File: config.mk
export PLATFORM = sky130hd
export DESIGN_NAME = shuffled_minimal_standard_rng_core
export DESIGN_NICKNAME = d
export VERILOG_FILES = /design/src/rtl/core/smsrng_pkg.sv /design/src/rtl/core/smsrng_ram.sv /design/src/rtl/core/smsrng_ctrl.sv /design/src/rtl/core/smsrng_dp.sv /design/src/rtl/core/shuffled_minimal_standard_rng_core.sv
export SDC_FILE = /design/constraint.sdc
export NUM_CORES = 2
export LEC_CHECK = 0
export ABC_AREA = 1
export BUFFER_PORTS_ARGS = -buffer_cell sky130_fd_sc_hd__buf_4
export CORE_MARGIN = 4
export CORE_UTILIZATION = 35
export CTS_CLUSTER_DIAMETER = 60
export CTS_CLUSTER_SIZE = 28
export DETAILED_ROUTE_END_ITERATION = 12
export PLACE_DENSITY = 0.47
export SYNTH_ARGS = -nofsm -noshare
export SYNTH_HDL_FRONTEND = slang
export SYNTH_SLANG_ARGS = --single-unit
File: constraint.sdc
create_clock -name clock -period 6.6 [get_ports clock]
set_input_delay 1.32 -clock clock [delete_from_list [all_inputs] [get_ports clock]]
set_output_delay 1.32 -clock clock [all_outputs]
set_load 0.02 [all_outputs]
File: src/rtl/core/smsrng_pkg.sv
// Shared types, constants and helpers of the shuffled minimal standard generator.
package smsrng_pkg;

   localparam int VALUE_W      = 31;
   localparam int MULT_W       = 15;
   localparam int PROD_W       = VALUE_W + MULT_W;
   localparam int WARMUP_STEPS = 8;

   localparam logic [MULT_W-1:0]  LCG_MULT = 15'd16807;
   localparam logic [VALUE_W-1:0] LCG_MOD  = 31'h7FFF_FFFF;

   typedef enum logic [2:0] {
      ST_IDLE,
      ST_SEED_MUL,
      ST_SEED_RED,
      ST_DRAW_MUL,
      ST_DRAW_RED,
      ST_DRAW_DIV,
      ST_DRAW_WRITE
   } state_type;

   typedef struct packed {
      logic seed_load;
      logic seed_from_req;
      logic mul_en;
      logic seed_red;
      logic draw_red;
      logic rd_en;
      logic out_load;
   } cmd_type;

   typedef struct packed {
      logic last_zero;
      logic pos_zero;
      logic div_done;
   } status_type;

   // p mod (2^31 - 1) for p = x * 16807 with x below the modulus
   function automatic logic [VALUE_W-1:0] mod_reduce(input logic [PROD_W-1:0] p);
      logic [VALUE_W:0] sum;
      sum = {1'b0, p[VALUE_W-1:0]} + (VALUE_W+1)'(p[PROD_W-1:VALUE_W]);
      if (sum >= {1'b0, LCG_MOD}) begin
         sum = sum - {1'b0, LCG_MOD};
      end
      return sum[VALUE_W-1:0];
   endfunction

endpackage

File: src/rtl/core/smsrng_ram.sv
// Generic single-port-write, single-port-read RAM with registered read data.
module smsrng_ram #(
   parameter int WIDTH = 31,
   parameter int DEPTH = 32
) (
   input  logic                     clock,
   input  logic                     wr_en,
   input  logic [$clog2(DEPTH)-1:0] wr_addr,
   input  logic [WIDTH-1:0]         wr_data,
   input  logic                     rd_en,
   input  logic [$clog2(DEPTH)-1:0] rd_addr,
   output logic [WIDTH-1:0]         rd_data
);

   logic [WIDTH-1:0] mem_ff [DEPTH];
   logic [WIDTH-1:0] rd_data_ff;

   always_ff @(posedge clock) begin
      if (wr_en) begin
         mem_ff[wr_addr] <= wr_data;
      end
      if (rd_en) begin
         rd_data_ff <= mem_ff[rd_addr];
      end
   end

   assign rd_data = rd_data_ff;

endmodule

File: src/rtl/core/smsrng_ctrl.sv
// Sequencer for reseed, draw and result hand-off.
module smsrng_ctrl
   import smsrng_pkg::*;
(
   input  logic       clock,
   input  logic       reset,
   input  logic       req_valid,
   input  logic       req_type,
   output logic       req_stall,
   output logic       rsp_valid,
   input  logic       rsp_stall,
   input  status_type status_i,
   output cmd_type    cmd_o
);

   state_type state_ff, state_in;
   logic      rsp_valid_ff, rsp_valid_in;

   always_ff @(posedge clock) begin
      if (reset) begin
         state_ff     <= ST_IDLE;
         rsp_valid_ff <= 1'b0;
      end else begin
         state_ff     <= state_in;
         rsp_valid_ff <= rsp_valid_in;
      end
   end

   always_comb begin
      state_in = state_ff;
      unique case (state_ff)
         ST_IDLE: begin
            if (req_valid) begin
               if (req_type || status_i.last_zero) begin
                  state_in = ST_SEED_MUL;
               end else begin
                  state_in = ST_DRAW_RED;
               end
            end
         end
         ST_SEED_MUL: state_in = ST_SEED_RED;
         ST_SEED_RED: begin
            state_in = status_i.pos_zero ? ST_DRAW_MUL : ST_SEED_MUL;
         end
         ST_DRAW_MUL: state_in = ST_DRAW_RED;
         ST_DRAW_RED: begin
            state_in = status_i.div_done ? ST_DRAW_WRITE : ST_DRAW_DIV;
         end
         ST_DRAW_DIV: begin
            if (status_i.div_done) begin
               state_in = ST_DRAW_WRITE;
            end
         end
         ST_DRAW_WRITE: begin
            if (!rsp_valid_ff || !rsp_stall) begin
               state_in = ST_IDLE;
            end
         end
         default: state_in = ST_IDLE;
      endcase
   end

   always_comb begin
      cmd_o = '0;
      unique case (state_ff)
         ST_IDLE: begin
            cmd_o.mul_en = 1'b1;
            if (req_valid && (req_type || status_i.last_zero)) begin
               cmd_o.seed_load     = 1'b1;
               cmd_o.seed_from_req = req_type;
            end
         end
         ST_SEED_MUL: cmd_o.mul_en   = 1'b1;
         ST_SEED_RED: cmd_o.seed_red = 1'b1;
         ST_DRAW_MUL: cmd_o.mul_en   = 1'b1;
         ST_DRAW_RED: begin
            cmd_o.draw_red = 1'b1;
            cmd_o.rd_en    = status_i.div_done;
         end
         ST_DRAW_DIV: cmd_o.rd_en = status_i.div_done;
         ST_DRAW_WRITE: cmd_o.out_load = !rsp_valid_ff || !rsp_stall;
         default: cmd_o = '0;
      endcase
   end

   assign rsp_valid_in = cmd_o.out_load | (rsp_valid_ff & rsp_stall);
   assign req_stall    = (state_ff != ST_IDLE);
   assign rsp_valid    = rsp_valid_ff;

`ifndef NO_ASSERTIONS
   a_busy_after_accept: assert property (@(posedge clock) disable iff (reset)
      req_valid && !req_stall |=> state_ff != ST_IDLE)
      else $error("block idle right after accepting a beat");

   a_no_overwrite: assert property (@(posedge clock) disable iff (reset)
      cmd_o.out_load |-> (!rsp_valid_ff || !rsp_stall))
      else $error("result register overwritten while stalled");

   a_rsp_from_write: assert property (@(posedge clock) disable iff (reset)
      $rose(rsp_valid_ff) |-> $past(state_ff) == ST_DRAW_WRITE)
      else $error("result beat raised outside the write step");

   a_seed_to_draw: assert property (@(posedge clock) disable iff (reset)
      state_ff == ST_SEED_RED && status_i.pos_zero |=> state_ff == ST_DRAW_MUL)
      else $error("table fill did not hand over to the draw");
`endif

endmodule

File: src/rtl/core/smsrng_dp.sv
// Generator, shuffle table, index divider and result register.
module smsrng_dp
   import smsrng_pkg::*;
#(
   parameter int TABLE_DEPTH = 32
) (
   input  logic               clock,
   input  logic               reset,
   input  logic [VALUE_W-1:0] req_seed_value,
   input  cmd_type            cmd_i,
   output status_type         status_o,
   output logic [VALUE_W-1:0] rsp_random_value
);

   localparam int IDX_W    = $clog2(TABLE_DEPTH);
   localparam int QW       = IDX_W + 1;
   localparam int POS_W    = $clog2(TABLE_DEPTH + WARMUP_STEPS);
   localparam int POS_INIT = TABLE_DEPTH + WARMUP_STEPS - 1;
   localparam int MW       = VALUE_W + QW;

   localparam logic [VALUE_W-1:0] PICK_DIV =
      VALUE_W'(64'd1 + (64'(LCG_MOD) - 64'd1) / 64'(TABLE_DEPTH));
   localparam logic [QW-1:0] PICK_RECIP =
      QW'((64'd1 << VALUE_W) / 64'(PICK_DIV));

   logic [VALUE_W-1:0] x_ff, x_in;
   logic [PROD_W-1:0]  prod_ff, prod_in;
   logic [POS_W-1:0]   pos_ff, pos_in;
   logic [VALUE_W-1:0] last_ff, last_in;
   logic [VALUE_W-1:0] out_ff, out_in;
   logic [MW-1:0]      m1_ff, m1_in;
   logic [MW-1:0]      t_ff, t_in;
   logic [QW-1:0]      q0_ff, q0_in;
   logic               s1_ff, s1_in;
   logic               s2_ff, s2_in;

   logic [VALUE_W-1:0] reduced;
   logic [VALUE_W-1:0] seed_init;
   logic               pos_in_table;
   logic               last_load;
   logic [QW-1:0]      q0_cur;
   logic [QW-1:0]      q_fix;
   logic [IDX_W-1:0]   idx;
   logic               ram_we;
   logic [IDX_W-1:0]   ram_waddr;
   logic [VALUE_W-1:0] ram_wdata;
   logic [VALUE_W-1:0] ram_rdata;

   assign reduced = mod_reduce(prod_ff);

   assign seed_init = (cmd_i.seed_from_req && (req_seed_value != '0)
                       && (req_seed_value != LCG_MOD)) ? req_seed_value : VALUE_W'(1);

   assign pos_in_table = (pos_ff < POS_W'(TABLE_DEPTH));
   assign last_load    = (cmd_i.seed_red && (pos_ff == '0)) || cmd_i.out_load;

   always_comb begin
      x_in = x_ff;
      if (cmd_i.seed_load) begin
         x_in = seed_init;
      end else if (cmd_i.seed_red || cmd_i.draw_red) begin
         x_in = reduced;
      end
   end

   assign prod_in = cmd_i.mul_en ? (PROD_W'(x_ff) * PROD_W'(LCG_MULT)) : prod_ff;

   always_comb begin
      pos_in = pos_ff;
      if (cmd_i.seed_load) begin
         pos_in = POS_W'(POS_INIT);
      end else if (cmd_i.seed_red) begin
         pos_in = pos_ff - POS_W'(1);
      end
   end

   always_comb begin
      last_in = last_ff;
      if (cmd_i.out_load) begin
         last_in = ram_rdata;
      end else if (last_load) begin
         last_in = reduced;
      end
   end

   assign out_in = cmd_i.out_load ? ram_rdata : out_ff;

   // index = last / PICK_DIV: reciprocal estimate, then one-step correction
   assign m1_in  = last_load ? (MW'(last_in) * MW'(PICK_RECIP)) : m1_ff;
   assign q0_cur = m1_ff[VALUE_W +: QW];
   assign q0_in  = s1_ff ? q0_cur : q0_ff;
   assign t_in   = s1_ff ? (MW'(q0_cur + QW'(1)) * MW'(PICK_DIV)) : t_ff;
   assign s1_in  = last_load;
   assign s2_in  = last_load ? 1'b0 : (s1_ff | s2_ff);

   assign q_fix = (MW'(last_ff) >= t_ff) ? (q0_ff + QW'(1)) : q0_ff;
   assign idx   = (q_fix >= QW'(TABLE_DEPTH)) ? IDX_W'(TABLE_DEPTH - 1) : q_fix[IDX_W-1:0];

   always_ff @(posedge clock) begin
      if (reset) begin
         x_ff    <= VALUE_W'(1);
         last_ff <= '0;
         s1_ff   <= 1'b0;
         s2_ff   <= 1'b0;
      end else begin
         x_ff    <= x_in;
         last_ff <= last_in;
         s1_ff   <= s1_in;
         s2_ff   <= s2_in;
      end
   end

   always_ff @(posedge clock) begin
      prod_ff <= prod_in;
      pos_ff  <= pos_in;
      out_ff  <= out_in;
      m1_ff   <= m1_in;
      t_ff    <= t_in;
      q0_ff   <= q0_in;
   end

   assign ram_we    = (cmd_i.seed_red && pos_in_table) || cmd_i.out_load;
   assign ram_waddr = cmd_i.seed_red ? pos_ff[IDX_W-1:0] : idx;
   assign ram_wdata = cmd_i.seed_red ? reduced : x_ff;

   smsrng_ram #(
      .WIDTH(VALUE_W),
      .DEPTH(TABLE_DEPTH)
   ) u_table (
      .clock  (clock),
      .wr_en  (ram_we),
      .wr_addr(ram_waddr),
      .wr_data(ram_wdata),
      .rd_en  (cmd_i.rd_en),
      .rd_addr(idx),
      .rd_data(ram_rdata)
   );

   assign status_o.last_zero = (last_ff == '0);
   assign status_o.pos_zero  = (pos_ff == '0);
   assign status_o.div_done  = s2_ff;

   assign rsp_random_value = out_ff;

endmodule

File: src/rtl/core/shuffled_minimal_standard_rng_core.sv
// Draw: the generator reduce step issues the shuffle-table read, then the result is
// written (the index divider runs in the background); no new request is taken
// before that write. Reseed: each generator step is a multiply, then a modular
// reduce. A draw before any seed runs a seed-1 reseed first.
// Reset clears the sequencer and marks the generator unseeded; the table is not
// cleared and is always filled by a reseed before it is read.
module shuffled_minimal_standard_rng_core
   import smsrng_pkg::*;
#(
   parameter int TABLE_DEPTH = 32
) (
   input  logic               clock,
   input  logic               reset,
   input  logic               req_valid,
   output logic               req_stall,
   input  logic               req_type,
   input  logic [VALUE_W-1:0] req_seed_value,
   output logic               rsp_valid,
   input  logic               rsp_stall,
   output logic [VALUE_W-1:0] rsp_random_value
);

   cmd_type    cmd;
   status_type status;

   smsrng_ctrl u_ctrl (
      .clock    (clock),
      .reset    (reset),
      .req_valid(req_valid),
      .req_type (req_type),
      .req_stall(req_stall),
      .rsp_valid(rsp_valid),
      .rsp_stall(rsp_stall),
      .status_i (status),
      .cmd_o    (cmd)
   );

   smsrng_dp #(
      .TABLE_DEPTH(TABLE_DEPTH)
   ) u_dp (
      .clock           (clock),
      .reset           (reset),
      .req_seed_value  (req_seed_value),
      .cmd_i           (cmd),
      .status_o        (status),
      .rsp_random_value(rsp_random_value)
   );

endmodule
==> flow_metrics.env <==
export IMPL_max_freq_mhz=168.0
export IMPL_setup_ws_ns=0.6494
export IMPL_avgSynthCellArea_sq_um=9.674
export IMPL_globalRouteOverflowTotal=0
export IMPL_synth_top_area_share_pct=54.85
export IMPL_synthesis_nets=6698
export IMPL_postSynthCellCount=6316
export IMPL_die_w_um=425.8
export IMPL_arrival_ns=6.42
export IMPL_fp_dieH_um=425.8
export IMPL_worst_clock_skew_ns=0.04225
export IMPL_antenna_found_initial=6
export IMPL_area_delta_synth_final_pct=12.36
export IMPL_cts_max_path_buffers=3
export IMPL_cts_max_level=3
export IMPL_drcViolationCount=0
export IMPL_place_ws_ns=0.5921
export IMPL_stdcell_count=8761
export IMPL_netlist_top_cells_area="edfxtp_1, nand2_1, nand3_1, inv_1, fa_1"
export IMPL_netlist_area_sq_mm=0.06110
export IMPL_yosys_warnings=0
export IMPL_ctsRootBufferMaster="clkbuf_16"
export IMPL_synth_ff_type="edfxtp_1"
export IMPL_grt_pass1_wl_mm=292.6
export IMPL_power_leakage_nw=29.64
export IMPL_synth_largest_area_cell="edfxtp_1"
export IMPL_power_mw=33.54
export IMPL_clkTransAtPathRegs_ns=0.07
export IMPL_grt_max_degree=185
export IMPL_final_hold_viol_count=0
export IMPL_first_pass_iters=5
export IMPL_drv_slew=0
export IMPL_cts_hold_buf=0
export IMPL_grt_util_all_layers_pct=21.79
export IMPL_place_congestion=0.9126
export IMPL_place_area_sq_mm=0.06478
export IMPL_grt_pass1_vias=42140
export IMPL_finalSetupViolCount=0
export IMPL_start_util_pct=35.15
export IMPL_ys_seq_elements=1190
export IMPL_async_reset_ff_share_pct=0
export IMPL_yosysMostFrequentCell="nand2_1"
export IMPL_postRouteAntennaNets=0
export IMPL_port_buffers=68
export IMPL_fin_crit_sh_pct=90.16
export IMPL_dieArea_sq_mm=0.1813
export IMPL_irDropWorstVdd_uv=472.5
export IMPL_nNetsFinal=6723
export IMPL_synth_edff_count=1116
export IMPL_relSlewSlack_pct=20.62
export IMPL_path_class="flip-flop to flip-flop"
export IMPL_worst_pin_slew_ns=1.191
export IMPL_hold_path_class="flip-flop to flip-flop"
export IMPL_clock_latency_ns=0.77
export IMPL_path_max_fanout=6
export IMPL_drt_total_wl_mm=200.1
export IMPL_placedCellCount=8553
export IMPL_crit_path_start_kind="flip-flop"
export IMPL_via_count=43280
export IMPL_tns_ns=0
export IMPL_drv_cap=0
export IMPL_vias_per_cell=4.940
export IMPL_cts_resized=0
export IMPL_synthDistinctLibCells=50
export IMPL_yosysSeqAreaShare_pct=57.27
export IMPL_routedWlPerCell_um=22.84
export IMPL_std_cell_rows=153
export IMPL_cts_sinks=1190
export IMPL_cts_tree="built"
export IMPL_layout_drive_gt1_share_pct=7.692
export IMPL_critPathCaptureType="flip-flop"
export IMPL_drt_iter0_drc=3708
export IMPL_required_ns=7.07
export IMPL_fin_crit_ns=5.951
export IMPL_powerDensity_mw_per_mm2=488.6
export IMPL_dp_hpwl_mm=125.1
export IMPL_design_area_sq_mm=0.06866
export IMPL_cts_inserted_buffers=111
export IMPL_run_status="finished, final reports clean"
export IMPL_io_pins=69
export IMPL_postCtsSetupBuffers=0
export IMPL_core_area_sq_mm=0.1738
export IMPL_rsz0062_at_grt="false"
export IMPL_synthTopCellsByCount="nand2_1, edfxtp_1, inv_1"
## worst max-delay path, stage by stage (launching register included)
cell,delay [ns]
dfxtp_1,0.47
inv_1,0.21
fa_1,0.53
inv_1,0.04
ha_1,0.29
fa_1,0.51
inv_1,0.06
fa_1,0.52
inv_1,0.05
fa_1,0.47
inv_1,0.05
fa_1,0.48
inv_1,0.04
ha_1,0.35
nand2_1,0.12
nor2_1,0.20
nand2_1,0.08
nand2_1,0.11
nand2_1,0.06
o211ai_1,0.08
a21oi_1,0.11
o21ai_0,0.35
nand2_1,0.10
nand2_1,0.16
nand3_1,0.10
nand3_1,0.09
xor2_1,0.07
## registers in the layout (all words and copies together), names as in the netlist, named ones only
signal / cells
u_dp.u_table.rd_data: 31
u_dp.m1_ff: 5
u_dp.rsp_random_value: 31
u_dp.x_ff: 31
u_dp.pos_ff: 6
u_dp.q0_ff: 5
u_dp.s1_ff: 1
u_dp.t_ff: 6
u_dp.s2_ff: 1
u_ctrl.state_ff: 3
u_dp.u_table.mem_ff: 992
u_dp.last_ff: 5
u_dp.prod_ff: 46
u_ctrl.rsp_valid: 1
## layer usage
layer  up-vias  routed length [um]  track usage, %
li1      20770                   -               -
met1     21280               89020           29.67
met2       975               96130           36.50
met3       255                8563           2.283
met4         0                6419           7.041
met5         -                   0               0
## where the power goes
| group | total [mW] | switching, mW | internal [mW] |
|---|---|---|---|
| logic | 16.6 | 11.1 | 5.54 |
| clock network | 6.87 | 3.27 | 3.59 |
| registers | 10.0 | 0.308 | 9.74 |
## metrics by stage
stage	util, %	hold slack [ns]
3_5_place_dp	37.27	0.4427
3_3_place_gp	37.27	0.4428
2_1_floorplan	-	0.4262
5_1_grt	39.50	0.4709
6_report	39.50	0.4646
4_1_cts	39.50	0.4612
## cells by family (layout without fill, tap and decap cells)
family	Yosys count	after routing	share of synthesized area, %
AOI/OAI and AO/OA	310	310	2.832
xor gates and xnor gates	70	70	1.040
DFF	1190	1190	57.27
buffers and inverters	1272	1391	8.375
and+or+nand+nor	3128	3128	21.75
adders and majority gates	346	346	8.731
other	0	1	0
## final timing paths
kind	startpoint	endpoint	slack, ns	cells after the start
max reg2reg	u_dp.x_ff[14]	u_dp.prod_ff[43]	0.65	26
min	flip-flop	flip-flop	0.46	2
min reg2reg	flip-flop	flip-flop	0.46	2
max	u_dp.x_ff[14]	u_dp.prod_ff[43]	0.65	26
## cell type report
| class | count | area, sq um |
|---|---|---|
| fill | 17290 | 105200 |
| sequential | 1190 | 34990 |
| multi-input combinational | 3854 | 21470 |
| clock inverter | 86 | 1017 |
| tap | 2325 | 2909 |
| timing repair buffer | 188 | 1662 |
| antenna | 1 | 2.502 |
| inverter | 996 | 3747 |
| clock buffer | 121 | 2858 |
## cell usage in the layout (no fill, tap or decap), types with 10 or more instances in the layout
cell type   instances
a21oi_1           148
a21oi_2            10
a22o_1             17
a31oi_1            14
buf_12             20
buf_4             168
clkbuf_16         113
clkinv_8           11
clkinvlp_4         10
dfxtp_1            74
edfxtp_1         1116
fa_1              134
ha_1              212
inv_1             992
inv_6              18
inv_8              16
nand2_1          1842
nand2_2            14
nand3_1           991
nand3b_1           11
nand4_1            23
nor2_1            147
nor2_4             37
nor3_1             19
nor4_1             16
o21ai_0            68
o21ai_2            18
xnor2_1            22
xor2_1             45
No activity file was read; power rests on OpenSTA's default activity.
